<file path="config.mk">
export PLATFORM = sky130hd
export DESIGN_NAME = yuv422_to_rgb888
export DESIGN_NICKNAME = d
export VERILOG_FILES = /design/src/design/y2r_pkg.sv /design/src/design/yuv422_to_rgb888.sv
export SDC_FILE = /design/constraint.sdc
export NUM_CORES = 1
export LEC_CHECK = 0
export BUFFER_PORTS_ARGS = -buffer_cell sky130_fd_sc_hd__buf_2
export CORE_UTILIZATION = 50
export CTS_CLUSTER_DIAMETER = 200
export DETAILED_ROUTE_END_ITERATION = 12
export GPL_ROUTABILITY_DRIVEN = 0
export PLACE_DENSITY_LB_ADDON = 0.08
export SYNTH_ARGS = -nofsm -noshare
export SYNTH_HDL_FRONTEND = slang
export SYNTH_SLANG_ARGS = --single-unit
</file>
<file path="constraint.sdc">
create_clock -name clock -period 14.15 [get_ports clock]
set_clock_uncertainty 0.05 [all_clocks]
set_input_delay 1.415 -clock clock [delete_from_list [all_inputs] [get_ports clock]]
set_output_delay 1.415 -clock clock [all_outputs]
set_load 0.02 [all_outputs]
</file>
<file path="src/design/y2r_pkg.sv">
// y2r_pkg: constants, stage payload types and the clamp function for yuv422_to_rgb888.
// Stands alone; no dependencies.
`timescale 1ns / 1ps

package y2r_pkg;

   // byte order codes held in the pixel_order register
   localparam logic ORDER_UYVY = 1'b0;
   localparam logic ORDER_YUYV = 1'b1;

   localparam int Q_SHIFT = 16;
   localparam int CTR_W   = 9;   // centred sample, signed
   localparam int COEF_W  = 19;  // signed coefficient
   localparam int PROD_W  = 28;  // product and channel sum, signed
   localparam int WHOLE_W = PROD_W - Q_SHIFT;

   // BT.601 coefficients, Q16
   localparam logic signed [COEF_W-1:0] K_Y  = 19'sd76284;
   localparam logic signed [COEF_W-1:0] K_RV = 19'sd104595;
   localparam logic signed [COEF_W-1:0] K_GV = 19'sd53281;
   localparam logic signed [COEF_W-1:0] K_GU = 19'sd25625;
   localparam logic signed [COEF_W-1:0] K_BU = 19'sd132252;

   localparam logic [8:0] Y_OFFSET = 9'd16;
   localparam logic [8:0] C_OFFSET = 9'd128;
   localparam logic [WHOLE_W-1:0] WHOLE_MAX = WHOLE_W'(255);

   typedef struct packed {
      logic signed [CTR_W-1:0] y0;
      logic signed [CTR_W-1:0] y1;
      logic signed [CTR_W-1:0] u;
      logic signed [CTR_W-1:0] v;
      logic                    last;
   } samples_type;

   typedef struct packed {
      logic signed [PROD_W-1:0] ys0;
      logic signed [PROD_W-1:0] ys1;
      logic signed [PROD_W-1:0] rv;
      logic signed [PROD_W-1:0] gv;
      logic signed [PROD_W-1:0] gu;
      logic signed [PROD_W-1:0] bu;
      logic                     last;
   } prods_type;

   typedef struct packed {
      logic signed [PROD_W-1:0] r0;
      logic signed [PROD_W-1:0] g0;
      logic signed [PROD_W-1:0] b0;
      logic signed [PROD_W-1:0] r1;
      logic signed [PROD_W-1:0] g1;
      logic signed [PROD_W-1:0] b1;
      logic                     last;
   } sums_type;

   typedef struct packed {
      logic [7:0] r0;
      logic [7:0] g0;
      logic [7:0] b0;
      logic [7:0] r1;
      logic [7:0] g1;
      logic [7:0] b1;
      logic       last;
   } pixels_type;

   // drop fraction, clamp to 0..255
   function automatic logic [7:0] clamp_q16(input logic signed [PROD_W-1:0] acc);
      logic [WHOLE_W-1:0] whole;
      whole = acc[PROD_W-1:Q_SHIFT];
      if (acc[PROD_W-1]) begin
         clamp_q16 = 8'd0;
      end else if (whole > WHOLE_MAX) begin
         clamp_q16 = 8'd255;
      end else begin
         clamp_q16 = whole[7:0];
      end
   endfunction

endpackage

</file>
<file path="src/design/yuv422_to_rgb888.sv">
// yuv422_to_rgb888: BT.601 4:2:2 macropixel to two RGB888 pixels, four-stage pipeline.
// Depends on y2r_pkg (coefficients, stage types, clamp).
`timescale 1ns / 1ps

// One packed macropixel (four bytes, UYVY or YUYV as csr_write_data last set
// pixel_order) goes in per beat, and one beat with two RGB888 pixels comes out.
// Both pixels share the chroma pair; the first uses Y0, the second Y1. Each
// channel is formed in signed Q12.16, the fraction truncated and the result
// clamped to 0..255. frame_end rides alongside and comes out as last_pair.
// Throughput is one beat per clock while rsp_ready holds. A beat passes through the
// four register stages in order (unpack and centre, coefficient multiply, channel
// sums, clamp into the output register); the accepting edge loads stage 1.
// Each stage holds its own valid bit and advances when the stage after it is
// empty or moving, so a stall on rsp_ready fills bubbles before req_ready drops.
// pixel_order is only to be changed with the pipe empty.
module yuv422_to_rgb888 (
   input  logic       clock,
   input  logic       reset,
   // configuration
   input  logic       csr_write_en,
   input  logic       csr_write_data,
   // input beat
   input  logic       req_valid,
   output logic       req_ready,
   input  logic [7:0] req_byte0,
   input  logic [7:0] req_byte1,
   input  logic [7:0] req_byte2,
   input  logic [7:0] req_byte3,
   input  logic       req_frame_end,
   // result beat
   output logic       rsp_valid,
   input  logic       rsp_ready,
   output logic [7:0] rsp_red_first,
   output logic [7:0] rsp_green_first,
   output logic [7:0] rsp_blue_first,
   output logic [7:0] rsp_red_second,
   output logic [7:0] rsp_green_second,
   output logic [7:0] rsp_blue_second,
   output logic       rsp_last_pair
);

   logic order_ff;

   logic s1_valid_ff, s2_valid_ff, s3_valid_ff, s4_valid_ff;
   logic s1_ready, s2_ready, s3_ready, s4_ready;

   y2r_pkg::samples_type s1_ff, s1_in;
   y2r_pkg::prods_type   s2_ff, s2_in;
   y2r_pkg::sums_type    s3_ff, s3_in;
   y2r_pkg::pixels_type  s4_ff, s4_in;

   logic [7:0] y0_byte, y1_byte, u_byte, v_byte;

   // ready chain: a stage takes a beat when empty or when it is handing on
   assign s4_ready  = !s4_valid_ff || rsp_ready;
   assign s3_ready  = !s3_valid_ff || s4_ready;
   assign s2_ready  = !s2_valid_ff || s3_ready;
   assign s1_ready  = !s1_valid_ff || s2_ready;
   assign req_ready = s1_ready;

   always_ff @(posedge clock) begin
      if (reset) begin
         order_ff <= y2r_pkg::ORDER_UYVY;
      end else if (csr_write_en) begin
         order_ff <= csr_write_data;
      end
   end

   // stage 1: unpack and centre
   always_comb begin
      unique case (order_ff)
         y2r_pkg::ORDER_UYVY: begin
            u_byte  = req_byte0;
            y0_byte = req_byte1;
            v_byte  = req_byte2;
            y1_byte = req_byte3;
         end
         y2r_pkg::ORDER_YUYV: begin
            y0_byte = req_byte0;
            u_byte  = req_byte1;
            y1_byte = req_byte2;
            v_byte  = req_byte3;
         end
         default: begin
            u_byte  = req_byte0;
            y0_byte = req_byte1;
            v_byte  = req_byte2;
            y1_byte = req_byte3;
         end
      endcase
      s1_in.y0   = $signed({1'b0, y0_byte} - y2r_pkg::Y_OFFSET);
      s1_in.y1   = $signed({1'b0, y1_byte} - y2r_pkg::Y_OFFSET);
      s1_in.u    = $signed({1'b0, u_byte} - y2r_pkg::C_OFFSET);
      s1_in.v    = $signed({1'b0, v_byte} - y2r_pkg::C_OFFSET);
      s1_in.last = req_frame_end;
   end

   // stage 2: six coefficient products
   always_comb begin
      s2_in.ys0  = y2r_pkg::PROD_W'(y2r_pkg::K_Y  * s1_ff.y0);
      s2_in.ys1  = y2r_pkg::PROD_W'(y2r_pkg::K_Y  * s1_ff.y1);
      s2_in.rv   = y2r_pkg::PROD_W'(y2r_pkg::K_RV * s1_ff.v);
      s2_in.gv   = y2r_pkg::PROD_W'(y2r_pkg::K_GV * s1_ff.v);
      s2_in.gu   = y2r_pkg::PROD_W'(y2r_pkg::K_GU * s1_ff.u);
      s2_in.bu   = y2r_pkg::PROD_W'(y2r_pkg::K_BU * s1_ff.u);
      s2_in.last = s1_ff.last;
   end

   // stage 3: channel sums, exact in Q12.16
   always_comb begin
      s3_in.r0   = s2_ff.ys0 + s2_ff.rv;
      s3_in.g0   = s2_ff.ys0 - s2_ff.gv - s2_ff.gu;
      s3_in.b0   = s2_ff.ys0 + s2_ff.bu;
      s3_in.r1   = s2_ff.ys1 + s2_ff.rv;
      s3_in.g1   = s2_ff.ys1 - s2_ff.gv - s2_ff.gu;
      s3_in.b1   = s2_ff.ys1 + s2_ff.bu;
      s3_in.last = s2_ff.last;
   end

   // stage 4: truncate and clamp into the output register
   always_comb begin
      s4_in.r0   = y2r_pkg::clamp_q16(s3_ff.r0);
      s4_in.g0   = y2r_pkg::clamp_q16(s3_ff.g0);
      s4_in.b0   = y2r_pkg::clamp_q16(s3_ff.b0);
      s4_in.r1   = y2r_pkg::clamp_q16(s3_ff.r1);
      s4_in.g1   = y2r_pkg::clamp_q16(s3_ff.g1);
      s4_in.b1   = y2r_pkg::clamp_q16(s3_ff.b1);
      s4_in.last = s3_ff.last;
   end

   // valid bits
   always_ff @(posedge clock) begin
      if (reset) begin
         s1_valid_ff <= 1'b0;
         s2_valid_ff <= 1'b0;
         s3_valid_ff <= 1'b0;
         s4_valid_ff <= 1'b0;
      end else begin
         if (s1_ready) begin
            s1_valid_ff <= req_valid;
         end
         if (s2_ready) begin
            s2_valid_ff <= s1_valid_ff;
         end
         if (s3_ready) begin
            s3_valid_ff <= s2_valid_ff;
         end
         if (s4_ready) begin
            s4_valid_ff <= s3_valid_ff;
         end
      end
   end

   // payload, no reset
   always_ff @(posedge clock) begin
      if (s1_ready && req_valid) begin
         s1_ff <= s1_in;
      end
      if (s2_ready && s1_valid_ff) begin
         s2_ff <= s2_in;
      end
      if (s3_ready && s2_valid_ff) begin
         s3_ff <= s3_in;
      end
      if (s4_ready && s3_valid_ff) begin
         s4_ff <= s4_in;
      end
   end

   assign rsp_valid        = s4_valid_ff;
   assign rsp_red_first    = s4_ff.r0;
   assign rsp_green_first  = s4_ff.g0;
   assign rsp_blue_first   = s4_ff.b0;
   assign rsp_red_second   = s4_ff.r1;
   assign rsp_green_second = s4_ff.g1;
   assign rsp_blue_second  = s4_ff.b1;
   assign rsp_last_pair    = s4_ff.last;

`ifndef SYNTHESIS
   // empty output register means the whole pipe can move
   a_ready_when_out_empty: assert property (@(posedge clock) disable iff (reset)
      !rsp_valid |-> req_ready)
      else $error("req_ready low with output register empty");

   // a full, stalled pipe must refuse input
   a_full_stall_blocks: assert property (@(posedge clock) disable iff (reset)
      (s1_valid_ff && s2_valid_ff && s3_valid_ff && s4_valid_ff && !rsp_ready)
      |-> !req_ready)
      else $error("input taken while pipe full and stalled");

   // negative red sum moving into the output clamps to zero
   a_neg_clamp: assert property (@(posedge clock) disable iff (reset)
      (s3_valid_ff && s4_ready && s3_ff.r0[y2r_pkg::PROD_W-1]) |=> (rsp_red_first == 8'd0))
      else $error("negative red sum not clamped to zero");

   // a beat in stage 1 that cannot move stays put
   a_s1_hold: assert property (@(posedge clock) disable iff (reset)
      (s1_valid_ff && !s2_ready) |=> (s1_valid_ff && $stable(s1_ff)))
      else $error("stage 1 beat lost or changed under stall");

   // nothing comes out right after reset
   a_reset_empty: assert property (@(posedge clock)
      $past(reset) |-> !rsp_valid)
      else $error("rsp_valid high after reset");
`endif

endmodule
</file>
=== Word-level counts from Yosys, hierarchy flattened ===
Index checks and enable logic that the tools add are counted.

* Add/subtract/negate cells: 12
* $mul: 6
* $lt $le $gt $ge: 6
* Multiplexer cells: 10
* Bitwise operators: 1
* Reductions and logical operators: 12

{| class="wikitable"
|+ Operator list
! operator !! number
|-
| adder 28 bit || 4
|-
| subtractor 28 bit || 4
|-
| multiplier 16 x 9 -> 25 bit (first input constant) || 3
|-
| > comparator 12 x 8 -> 1 bit (second input constant) || 6
|-
| one-hot mux 8 bit (2 select lines) || 4
|-
| multiplier 17 x 9 -> 26 bit (first input constant) || 2
|-
| two-way mux 8 bit || 6
|-
| multiplier 18 x 9 -> 27 bit (first input constant) || 1
|-
| subtractor 8 x 5 -> 9 bit (second input constant) || 2
|-
| subtractor 8 x 8 -> 9 bit (second input constant) || 2
|-
| logical AND 1 bit || 4
|-
| zero test 1 bit || 4
|-
| logical OR 1 bit || 4
|-
| NOT 1 bit || 1
|}

* Register bits after elaboration: 423
* Bits of input ports: 39
* Output and inout bits: 51
* Word-level logic and storage cells: 78

=== Logic depth before layout (Yosys ltp) ===
Gate-level depths: netlist of run 1.

* Word-level depth: 6
* Gate-level depth with buffers: 20
* Mapped depth without buffers: 20

=== Least setup slack after synthesis of run 1 ===
No wires, ideal clock.

* Kind: in2reg
* Start: in rsp_ready
* End: reg s2_ff[0] (netlist bit) (enable)
* Arrival time: 8419 ps
* Slack: 4997 ps
* Stages: 3
* Path buffers: 0
* Cell sequence: nor2b_1 and3_1 nor2b_1

* Longest elaborated chain between the ends: 4

{| class="wikitable"
|+ Ends and longest elaborated chain
! what !! RTL line !! RTL
|-
| from (decl) || yuv422_to_rgb888.sv:32 || <nowiki>input logic rsp_ready,</nowiki>
|-
| logical OR 1 bit || yuv422_to_rgb888.sv:55 || <nowiki>assign s4_ready = !s4_valid_ff || rsp_ready;</nowiki>
|-
| logical OR 1 bit || yuv422_to_rgb888.sv:56 || <nowiki>assign s3_ready = !s3_valid_ff || s4_ready;</nowiki>
|-
| logical OR 1 bit || yuv422_to_rgb888.sv:57 || <nowiki>assign s2_ready = !s2_valid_ff || s3_ready;</nowiki>
|-
| logical AND 1 bit || yuv422_to_rgb888.sv:159 || <nowiki>if (s2_ready && s1_valid_ff) begin</nowiki>
|-
| to (signal assigned) || yuv422_to_rgb888.sv:160 || <nowiki>s2_ff <= s2_in;</nowiki>
|-
| to (decl) || yuv422_to_rgb888.sv:48 || <nowiki>y2r_pkg::prods_type s2_ff, s2_in;</nowiki>
|}

Every way passes these cells.
A chain may end at the register's enable or synchronous reset.

==> run metrics, run 1 <==
outcome=completed; synthesized cell area=between 20000 and 30000 um^2; CTS resizes=0; Synth Area per Inst=between 10 and 15 um^2; DR pass1 iterations=8; area of the multi-input gates=about 18000 um^2; required time of the worst setup path=14.39 ns; CP Max Fanout=21; cell count after synthesis=2594; Stages on worst setup path=17; crit path capture type=flip-flop; Crit Reg-Reg Startpoint=s1_ff[17]$_DFFE_PP_; H-tree levels=2; post-synth top area share=32.25%; Final Hold Viols=0; antenna-violating nets left=0; Initial DRC Count=975; number of flops mapped to enable cells by yosys=309; clock sink total=314; Worst Path Buf+Inv=3; P&R area growth vs syn=9.011%; Fillers=4920; R2R Path End=s2_ff[28]$_DFFE_PP_; CTS Buf Count=39; vias in the first global route=18854; CTS tree=done; Synth Area in Adders=38.37%; Finished Core Util=55.41%; kind of critical path=flip-flop to flip-flop; post-synthesis mux area share=1.244%; syn nets=3412; synth unique cells=66; Compound-Gate Fraction of Synth Area=10.01%; CP startpoint=s1_ff[17]$_DFFE_PP_; Post-synth ARST share=0%; Worst setup endpoint=s2_ff[28]$_DFFE_PP_; vias=about 19000; Longest Clk Path Bufs=3; register area=9380 um^2; VDD IR-drop max=0.0001088 V; WL final=63930 um; Commonest cells post-synth=ha_1 (607), inv_1 (351), edfxtp_1 (309); io pins=90; wire length of the first global-routing pass=between 100000 and 150000 um; Power Dens Cells=209.9 nW/um^2; Leakage=0.01477 uW; hold_buf cts=0; crit-path max cell delay=0.98 ns; Most used DFF post-synth=edfxtp_1; fmax=166.1 MHz; DR vias/cell=5.392; core footprint=around 57000 um^2; share of layout cells above drive strength 1=7.398%; CP Cell Sequence=inv_1 -> ha_1 -> ha_1 -> inv_1 -> fa_1 -> inv_1 -> fa_1 -> fa_1 -> ha_1 -> o21ai_0 -> a21boi_0 -> o211ai_1 -> a21oi_1 -> nor2_1 -> o31ai_1 -> a41o_1 -> nand4_1; number of synthesis warnings=0; largest net degree at the start of global routing=74; post-synthesis sequential area ratio=32.60%; register-to-register setup slack=roughly 8.1 ns; clk slew on worst S/H paths=0.06 ns; Min-Delay Path Class=flip-flop to flip-flop; Final Net Count=3533; Worst-Margin Slew=about 0.96 ns; clk root buf=clkbuf_16; worst skew pair latency=0.57 ns; total global-route track usage=22.18%; Inserted Diodes=0; Tcrit/Tclk final=around 43%; top area cells in the synthesized netlist=edfxtp_1 (32%), ha_1 (26%), fa_1 (12%), inv_1 (4.6%), xnor2_1 (3.6%); Reg2Reg Depth=17; Setup Buffers After CTS=0; chip height=around 240 um; setup tns final=0 ns; port bufs=89; startpoint type of the worst setup path=flip-flop; Detailed Place HPWL=53060 um; Slew headroom=35.84%; Setup-failing EPs final=0; routed len/inst=roughly 18 um; minimum clock period=6.022 ns; main combinational cell family by area after synthesis=adder cells; cell taking the most area after synthesis=edfxtp_1; FP Rows=87; simple-gate area share of the yosys netlist=under 10%; # DRC=0; final-report max-slew violation count=0; die extent in x=241.9 um; post-synthesis xor/xnor area fraction=4.901%; #FFs+latches synth=around 310; Worst Path Arrival=6.27 ns; RSZ-0062 raised after global routing=false; number of max-cap violations=0; most numerous cell in the Yosys netlist=ha_1; critical path's top delay family=adder cells; Initial Utilization=between 50% and 60%; Die ar.=about 59000 um^2; slowest stage cell on the critical path=edfxtp_1; gr ovfl total=0; initial antenna violation count=0
-- layout make-up --
| type | instances | share of cell area [%] |
|---|---|---|
| clock buffer | 48 | 3.220 |
| inverter | 351 | 4.201 |
| tap | 756 | 3.016 |
| sequential | 314 | 29.91 |
| multi-input combinational | 1913 | 57.56 |
| timing repair buffer | 96 | 1.588 |
| clock inverter | 22 | 0.5107 |
-- state kept, by name, indices dropped and copies added, names as in the netlist, 8 cells and up --
register / count
s3_ff: 73
rsp_blue_second: 8
rsp_red_first: 8
rsp_blue_first: 8
rsp_red_second: 8
rsp_green_second: 8
s1_ff: 35
rsp_green_first: 8
s2_ff: 152
-- metal layers --
metal	part of all wire [%]	track usage (%)
met1	47	30.51
met2	46	37.13
met3	3.4	2.064
met4	2.7	6.627
met5	0	0
-- worst min path at each step --
stage,start,to,slack (ns),cells past startpoint
floorplan,s3_ff[0]$_DFFE_PP_,rsp_last_pair$_DFFE_PP_,0.35,0
CTS,s2_ff[0]$_DFFE_PP_,s3_ff[0]$_DFFE_PP_,0.37,0
finish,s2_ff[0]$_DFFE_PP_,s3_ff[0]$_DFFE_PP_,0.37,0
detailed placement,s2_ff[0]$_DFFE_PP_,s3_ff[0]$_DFFE_PP_,0.36,0
global route,s2_ff[0]$_DFFE_PP_,s3_ff[0]$_DFFE_PP_,0.38,0
global placement,s2_ff[0]$_DFFE_PP_,s3_ff[0]$_DFFE_PP_,0.35,0
-- kinds of logic (layout without fill, tap and decap cells) --
family	count (synthesis)	after routing
xor gates and xnor gates	161	161
adders and majority gates	779	779
and+or+nand+nor	491	491
muxes	33	33
DFF	314	314
AOI/OAI and AO/OA	449	449
buffers and inverters	367	517
-- report_power, final --
part	switching, uW	internal, uW	total, uW
Sequential	222	1450	1670
Combinational	2270	1720	4000
Clock	386	528	914
Total	2880	3700	6580
-- through the flow --
step | cell area (um^2) | hold slack (ns) | total power [uW] | cells | setup slack [ns]
after global routing | 31360 | 0.3816 | 7178 | 3500 | 7.622
after detailed placement | 30190 | 0.3554 | 5621 | 3430 | 8.169
after floorplan | 28770 | 0.3503 | 4557 | 2594 | 4.997
final | 31360 | 0.3666 | 6584 | 3500 | 8.128
after global placement | 30190 | 0.3540 | 5529 | 3430 | 8.346
after CTS | 31360 | 0.3676 | 6600 | 3500 | 8.172
-- placed cells by master (no fill, tap or decap), types with 13 or more instances in the layout --
| cell type | synthesis | routed |
|---|---|---|
| fa_1 | 172 | 172 |
| o21a_1 | 25 | 25 |
| edfxtp_1 | 309 | 309 |
| nor3_1 | 34 | 34 |
| a31oi_1 | 23 | 23 |
| nand2_1 | 59 | 59 |
| nand2b_1 | 16 | 16 |
| o21bai_1 | 13 | 13 |
| nand4_1 | 16 | 16 |
| nor2_1 | 230 | 230 |
| a21oi_1 | 152 | 151 |
| inv_1 | 351 | 351 |
| xnor2_1 | 118 | 118 |
| xor2_1 | 43 | 43 |
| and3_1 | 22 | 22 |
| mux2_2 | 22 | 22 |
| nand3_1 | 24 | 24 |
| nor2b_1 | 34 | 32 |
| a21o_1 | 74 | 74 |
| o21ai_0 | 71 | 71 |
| ha_1 | 607 | 607 |
| buf_2 | 0 | 89 |
| clkbuf_16 | 0 | 39 |
No activity file was read; power rests on OpenSTA's default activity.
==> run 2: changes to the inputs <==
clock period = 5.5 ns   (was 14.15 ns; I/O delays follow)
==> run 2 against run 1 <==
  * Global-route usage up 0.52 points
  * Count of clock-buffer cells in the layout down 8
  * Critical path depth unchanged
  * Cell count up 0.80%
  * Largest power group unchanged
  * Sequential power rose to 2.6 times the previous value
  * First-iteration DRC count down 6.2%
  * Via count up 0.28%
  * Combinational power rose to 2.6 times the previous value
  * Design area up 1.0%
  * Critical path type unchanged
  * Power rose to 2.6 times the previous value
  * Setup slack worse by 7.8 ns
==> run metrics, run 2 (same netlist as run 1, synthesis figures left out) <==
outcome=completed; Pwr Total=17030 uW; P&R area growth vs syn=10.12%; Psw=7347 uW; clock sink total=314; kind of critical path=flip-flop to flip-flop; DR pass1 iterations=5; fmax=192.9 MHz; routed len/inst=18.33 um; most common cell after layout, fill and taps aside=ha_1; Final Net Count=3563; most frequent cells in the layout=ha_1 (607), inv_1 (351), edfxtp_1 (309), nor2_1 (230), fa_1 (171); largest net degree at the start of global routing=76; # DRC=0; VDD IR-drop max=roughly 0.00035 V; most flop-heavy register=s2_ff; Slew headroom=34.09%; vias=18924; number of max-cap violations=0; crit path capture type=flip-flop; power share of the combinational group=approximately three fifths; required time of the worst setup path=5.75 ns; Setup-failing EPs final=0; Finished Layout Cells=3528; final-report max-slew violation count=0; placed insts=3458; proportion of power drawn by the clock network=14.5%; Inserted Diodes=0; Min-Delay Path Class=input pin to flip-flop; Finished Core Util=55.97%; CP Max Fanout=4; FP Rows=just under 90; Largest regs=s2_ff x152, s3_ff x73, s1_ff x35; Initial DRC Count=slightly above 900; total global-route track usage=22.70%; Longest Clk Path Bufs=3; worst skew pair latency=approximately 0.55 ns; CTS tree=done; RSZ-0062 raised after global routing=false; Leakage=roughly 0.015 uW; Die ar.=58500 um^2; startpoint type of the worst setup path=flip-flop; Final Hold Viols=0; initial antenna violation count=1; H-tree levels=2; Sequential Power Share=25.1%; CTS Buf Count=37; DR vias/cell=roughly 5.4; vias in the first global route=just under 20000; antenna-violating nets left=0; share of layout cells above drive strength 1=8.730%; Initial Utilization=50.83%; WL final=64660 um; Worst Path Arrival=5.44 ns; wire length of the first global-routing pass=104000 um; clk root buf=clkbuf_16; hold_buf cts=0; core footprint=56600 um^2; die extent in x=241.9 um; chip height=about 240 um; Power Dens Cells=537.6 nW/um^2; Tcrit/Tclk final=94.23%; sw frac=43.14%; Worst-Margin Slew=0.9887 ns; minimum clock period=5.183 ns; worst setup margin=0.3172 ns; max reg flops=152; internal power=9685 uW; setup tns final=0 ns; io pins=90; Post-Place Worst Slack=0.1250 ns; Fillers=about 5000; gr ovfl total=0; Detailed Place HPWL=54330 um; clk slew on worst S/H paths=0.06 ns; port bufs=89
[run 2: critical path, stage by stage (launching register included)]
cell and delay (ns):
edfxtp_1 0.45, fa_1 0.43, inv_1 0.17, fa_1 0.48, fa_1 0.50, inv_1 0.06
fa_1 0.47, ha_1 0.32, ha_1 0.33, nor2b_1 0.14, o21ai_1 0.18, a21boi_1 0.12
o211ai_1 0.30, a31oi_2 0.17, a21o_1 0.20, a21o_1 0.19, a311oi_2 0.29, xnor2_1 0.09
[run 2: worst paths after layout]
check,slack (ns),startpoint,depth (start not counted),to
setup / recovery,0.32,s1_ff[21]$_DFFE_PP_,17,s2_ff[138]$_DFFE_PP_
hold / removal,0.12,req_frame_end,1,s1_ff[0]$_DFFE_PP_
setup reg to reg,0.32,s1_ff[21]$_DFFE_PP_,17,s2_ff[138]$_DFFE_PP_
hold reg to reg,0.37,s1_ff[0]$_DFFE_PP_,0,s2_ff[0]$_DFFE_PP_
[run 2: timing repair]
action	in CTS	in global routing
setup buffers	0	4
endpoints found under the setup margin	0	5
resized for setup	0	8
endpoints found under the hold margin	0	0
[run 2: per-stage QoR]
stage | hold WS [ns] | cell area [um^2]
final | 0.1209 | 31680
after global routing | 0.1101 | 31680
after CTS | 0.09275 | 31620
after detailed placement | 0.3623 | 30400
after global placement | 0.3541 | 30400
after floorplan | 0.3503 | 28770
[run 2: layout make-up]
class / instances / area [um^2] / share of cell area (%)
well taps: 756 / 945.9 / 2.986
inverters: 351 / 1318 / 4.159
clock inverters: 26 / 279.0 / 0.8807
multi-input cells: 1913 / 18080 / 57.08
repair buffers: 128 / 738.2 / 2.330
flip-flops and latches: 314 / 9380 / 29.61
clock buffers: 40 / 937.1 / 2.958
[run 2: metal layers]
layer / vias up / routed length (um) / track usage [%]
li1: 9512 / - / -
met2: 341 / 29690 / 37.89
met1: 8969 / 30400 / 30.56
met5: - / 0 / 0
met3: 102 / 2405 / 2.786
met4: 0 / 2163 / 7.614
[run 2: power groups by stage]
stage                     clock (uW)  sequential [uW]  combinational, uW
after global placement             0             4320               9920
final                           2470             4270              10300
after detailed placement           0             4330              10100
after CTS                       2540             4280              10300
after global routing            2620             4290              11700
after floorplan                    0             3990               7720
==> run 3: changes to the inputs <==
CORE_UTILIZATION = 58   (was 50)
CTS_CLUSTER_DIAMETER = 120   (was 200)
==> run 3 against run 2 <==
  * Via count is 2.0% higher
  * Largest cell class unchanged
  * Largest power group unchanged
  * Fmax is 0.67% lower
  * Count of clock-buffer cells in the layout is 1 higher
  * Critical path depth stayed put
  * Design area is 0.49% lower
  * Global-route usage is 3.2 points higher
  * Sequential cell count stayed put
  * Combinational power hardly changed
  * Die area is 14% lower
==> run metrics, run 3 (same netlist as run 1, synthesis figures left out) <==
outcome=completed; worst skew pair latency=roughly 0.56 ns; Leakage=approximately 0.015 uW; setup tns final=0 ns; fmax=191.7 MHz; initial antenna violation count=0; die extent in x=224.7 um; hold path startpoint=req_frame_end; Final Net Count=3557; Worst-Margin Slew=0.8764 ns; largest net degree at the start of global routing=127; CP Cell Sequence=ha_1 -> ha_1 -> ha_1 -> inv_1 -> fa_1 -> inv_1 -> ha_1 -> ha_1 -> a211oi_1 -> o21ai_0 -> a2111oi_2 -> nor3_1 -> a31oi_1 -> o311ai_1 -> a21o_1 -> a21oi_1 -> xnor2_1; CTS Buf Count=37; kind of critical path=flip-flop to flip-flop; proportion of power drawn by the clock network=14.3%; H-tree levels=2; most frequent cells in the layout=ha_1 (607), inv_1 (351), edfxtp_1 (309), nor2_1 (230), fa_1 (171); required time of the worst setup path=5.75 ns; Inserted Diodes=0; DR vias/cell=~5.6; worst setup margin=between 0.2 and 0.3 ns; routed len/inst=18.56 um; critical path's top delay family=adder cells; max reg flops=152; port bufs=89; most common cell after layout, fill and taps aside=ha_1; total global-route track usage=25.93%; Power Dens Cells=540.9 nW/um^2; Setup-failing EPs final=0; most flop-heavy register=s2_ff; clock sink total=314; hold_buf cts=0; internal power=9643 uW; R2R Path End=s2_ff[111]$_DFFE_PP_; register-to-register setup slack=about 0.28 ns; Largest regs=s2_ff x152, s3_ff x73, s1_ff x35; WL final=63700 um; Final Hold Viols=0; slowest stage cell on the critical path=edfxtp_1; Area after DPL=~30000 um^2; P&R area growth vs syn=9.572%; Crit Reg-Reg Startpoint=s1_ff[5]$_DFFE_PP_; power share of the combinational group=60.7%; chip height=between 200 and 250 um; area of the multi-input gates=18070 um^2; CP Max Fanout=6; Tcrit/Tclk final=94.87%; clk slew on worst S/H paths=0.06 ns; Min-Delay Path Depth=1; Most common cell on crit path=ha_1; RSZ-0062 raised after global routing=false; number of max-cap violations=0; # DRC=0; crit-path max cell delay=0.55 ns; Longest Clk Path Bufs=3; Initial DRC Count=~1000; DR pass1 iterations=5; Fillers=3886; crit path capture type=flip-flop; Post-Place Worst Slack=0.1756 ns; core footprint=48950 um^2; Sequential Power Share=25.0%; Die ar.=50500 um^2; hold path endpoint=s1_ff[0]$_DFFE_PP_; final instance area=31520 um^2; io pins=90; vias=19304; VDD IR-drop max=0.0003200 V; wire length of the first global-routing pass=101200 um; final-report max-slew violation count=0; sw frac=between 40% and 50%; Psw=7410 uW; Worst Path Arrival=5.47 ns; startpoint type of the worst setup path=flip-flop; gr ovfl total=0; register area=9380 um^2; Worst Path Buf+Inv=2; FP Rows=81; Initial Utilization=58.77%; clk root buf=clkbuf_16; Min-Delay Path Class=input pin to flip-flop; Slew headroom=between 40% and 50%; Detailed Place HPWL=52880 um; Reg2Reg Depth=17; CTS tree=done; antenna-violating nets left=0; minimum clock period=~5.2 ns; vias in the first global route=between 15000 and 20000; share of layout cells above drive strength 1=8.562%; hold slack=approximately 0.12 ns
run 3: per-layer routing:
layer	GRT usage [%]	wire length (um)	part of all wire (%)
met5	0	0	0
met4	8.975	2135	3.4
met3	3.566	2917	4.6
met2	43.78	30040	47
met1	34.22	28610	45
run 3: how the worst max path moves through the flow:
| stage | startpoint | endpoint | slack [ns] | cells after the start |
|---|---|---|---|---|
| after floorplan | rsp_ready | s2_ff[0]$_DFFE_PP_ | 0.20 | 3 |
| after global placement | s1_ff[24]$_DFFE_PP_ | s2_ff[138]$_DFFE_PP_ | 0.27 | 19 |
| after detailed placement | s1_ff[31]$_DFFE_PP_ | s2_ff[166]$_DFFE_PP_ | 0.18 | 17 |
| after CTS | s1_ff[24]$_DFFE_PP_ | s2_ff[138]$_DFFE_PP_ | 0.16 | 19 |
| after global routing | s1_ff[31]$_DFFE_PP_ | s2_ff[167]$_DFFE_PP_ | 0.02 | 17 |
| final | s1_ff[5]$_DFFE_PP_ | s2_ff[111]$_DFFE_PP_ | 0.28 | 17 |
run 3: layout make-up:
cell class	instances	share of cell area [%]
clock buffers	41	2.985
clock inverters	27	0.8732
inverters	351	4.179
multi-input cells	1913	57.33
flip-flops and latches	314	29.76
well taps	664	2.635
repair buffers	122	2.239
run 3: per-stage QoR:
stage / instances / util, % / power, uW
floorplan: 2594 / - / 11720
global placement: 3362 / 61.84 / 14100
detailed placement: 3362 / 61.84 / 14410
CTS: 3430 / 64.32 / 17010
global route: 3432 / 64.40 / 18510
finish: 3432 / 64.40 / 17050
run 3: what timing repair did:
| action | CTS | global route |
|---|---|---|
| resized for setup | 0 | 8 |
| buffers inserted | 0 | 2 |
| endpoints found under the setup margin | 0 | 5 |
run 3: power groups by stage:
| stage | Sequential [uW] | Clock (uW) | Combinational [uW] |
|---|---|---|---|
| after global placement | 4300 | 0 | 9800 |
| final | 4260 | 2440 | 10400 |
| after CTS | 4260 | 2500 | 10200 |
| after global routing | 4290 | 2590 | 11600 |
| after floorplan | 3990 | 0 | 7720 |
| after detailed placement | 4310 | 0 | 10100 |
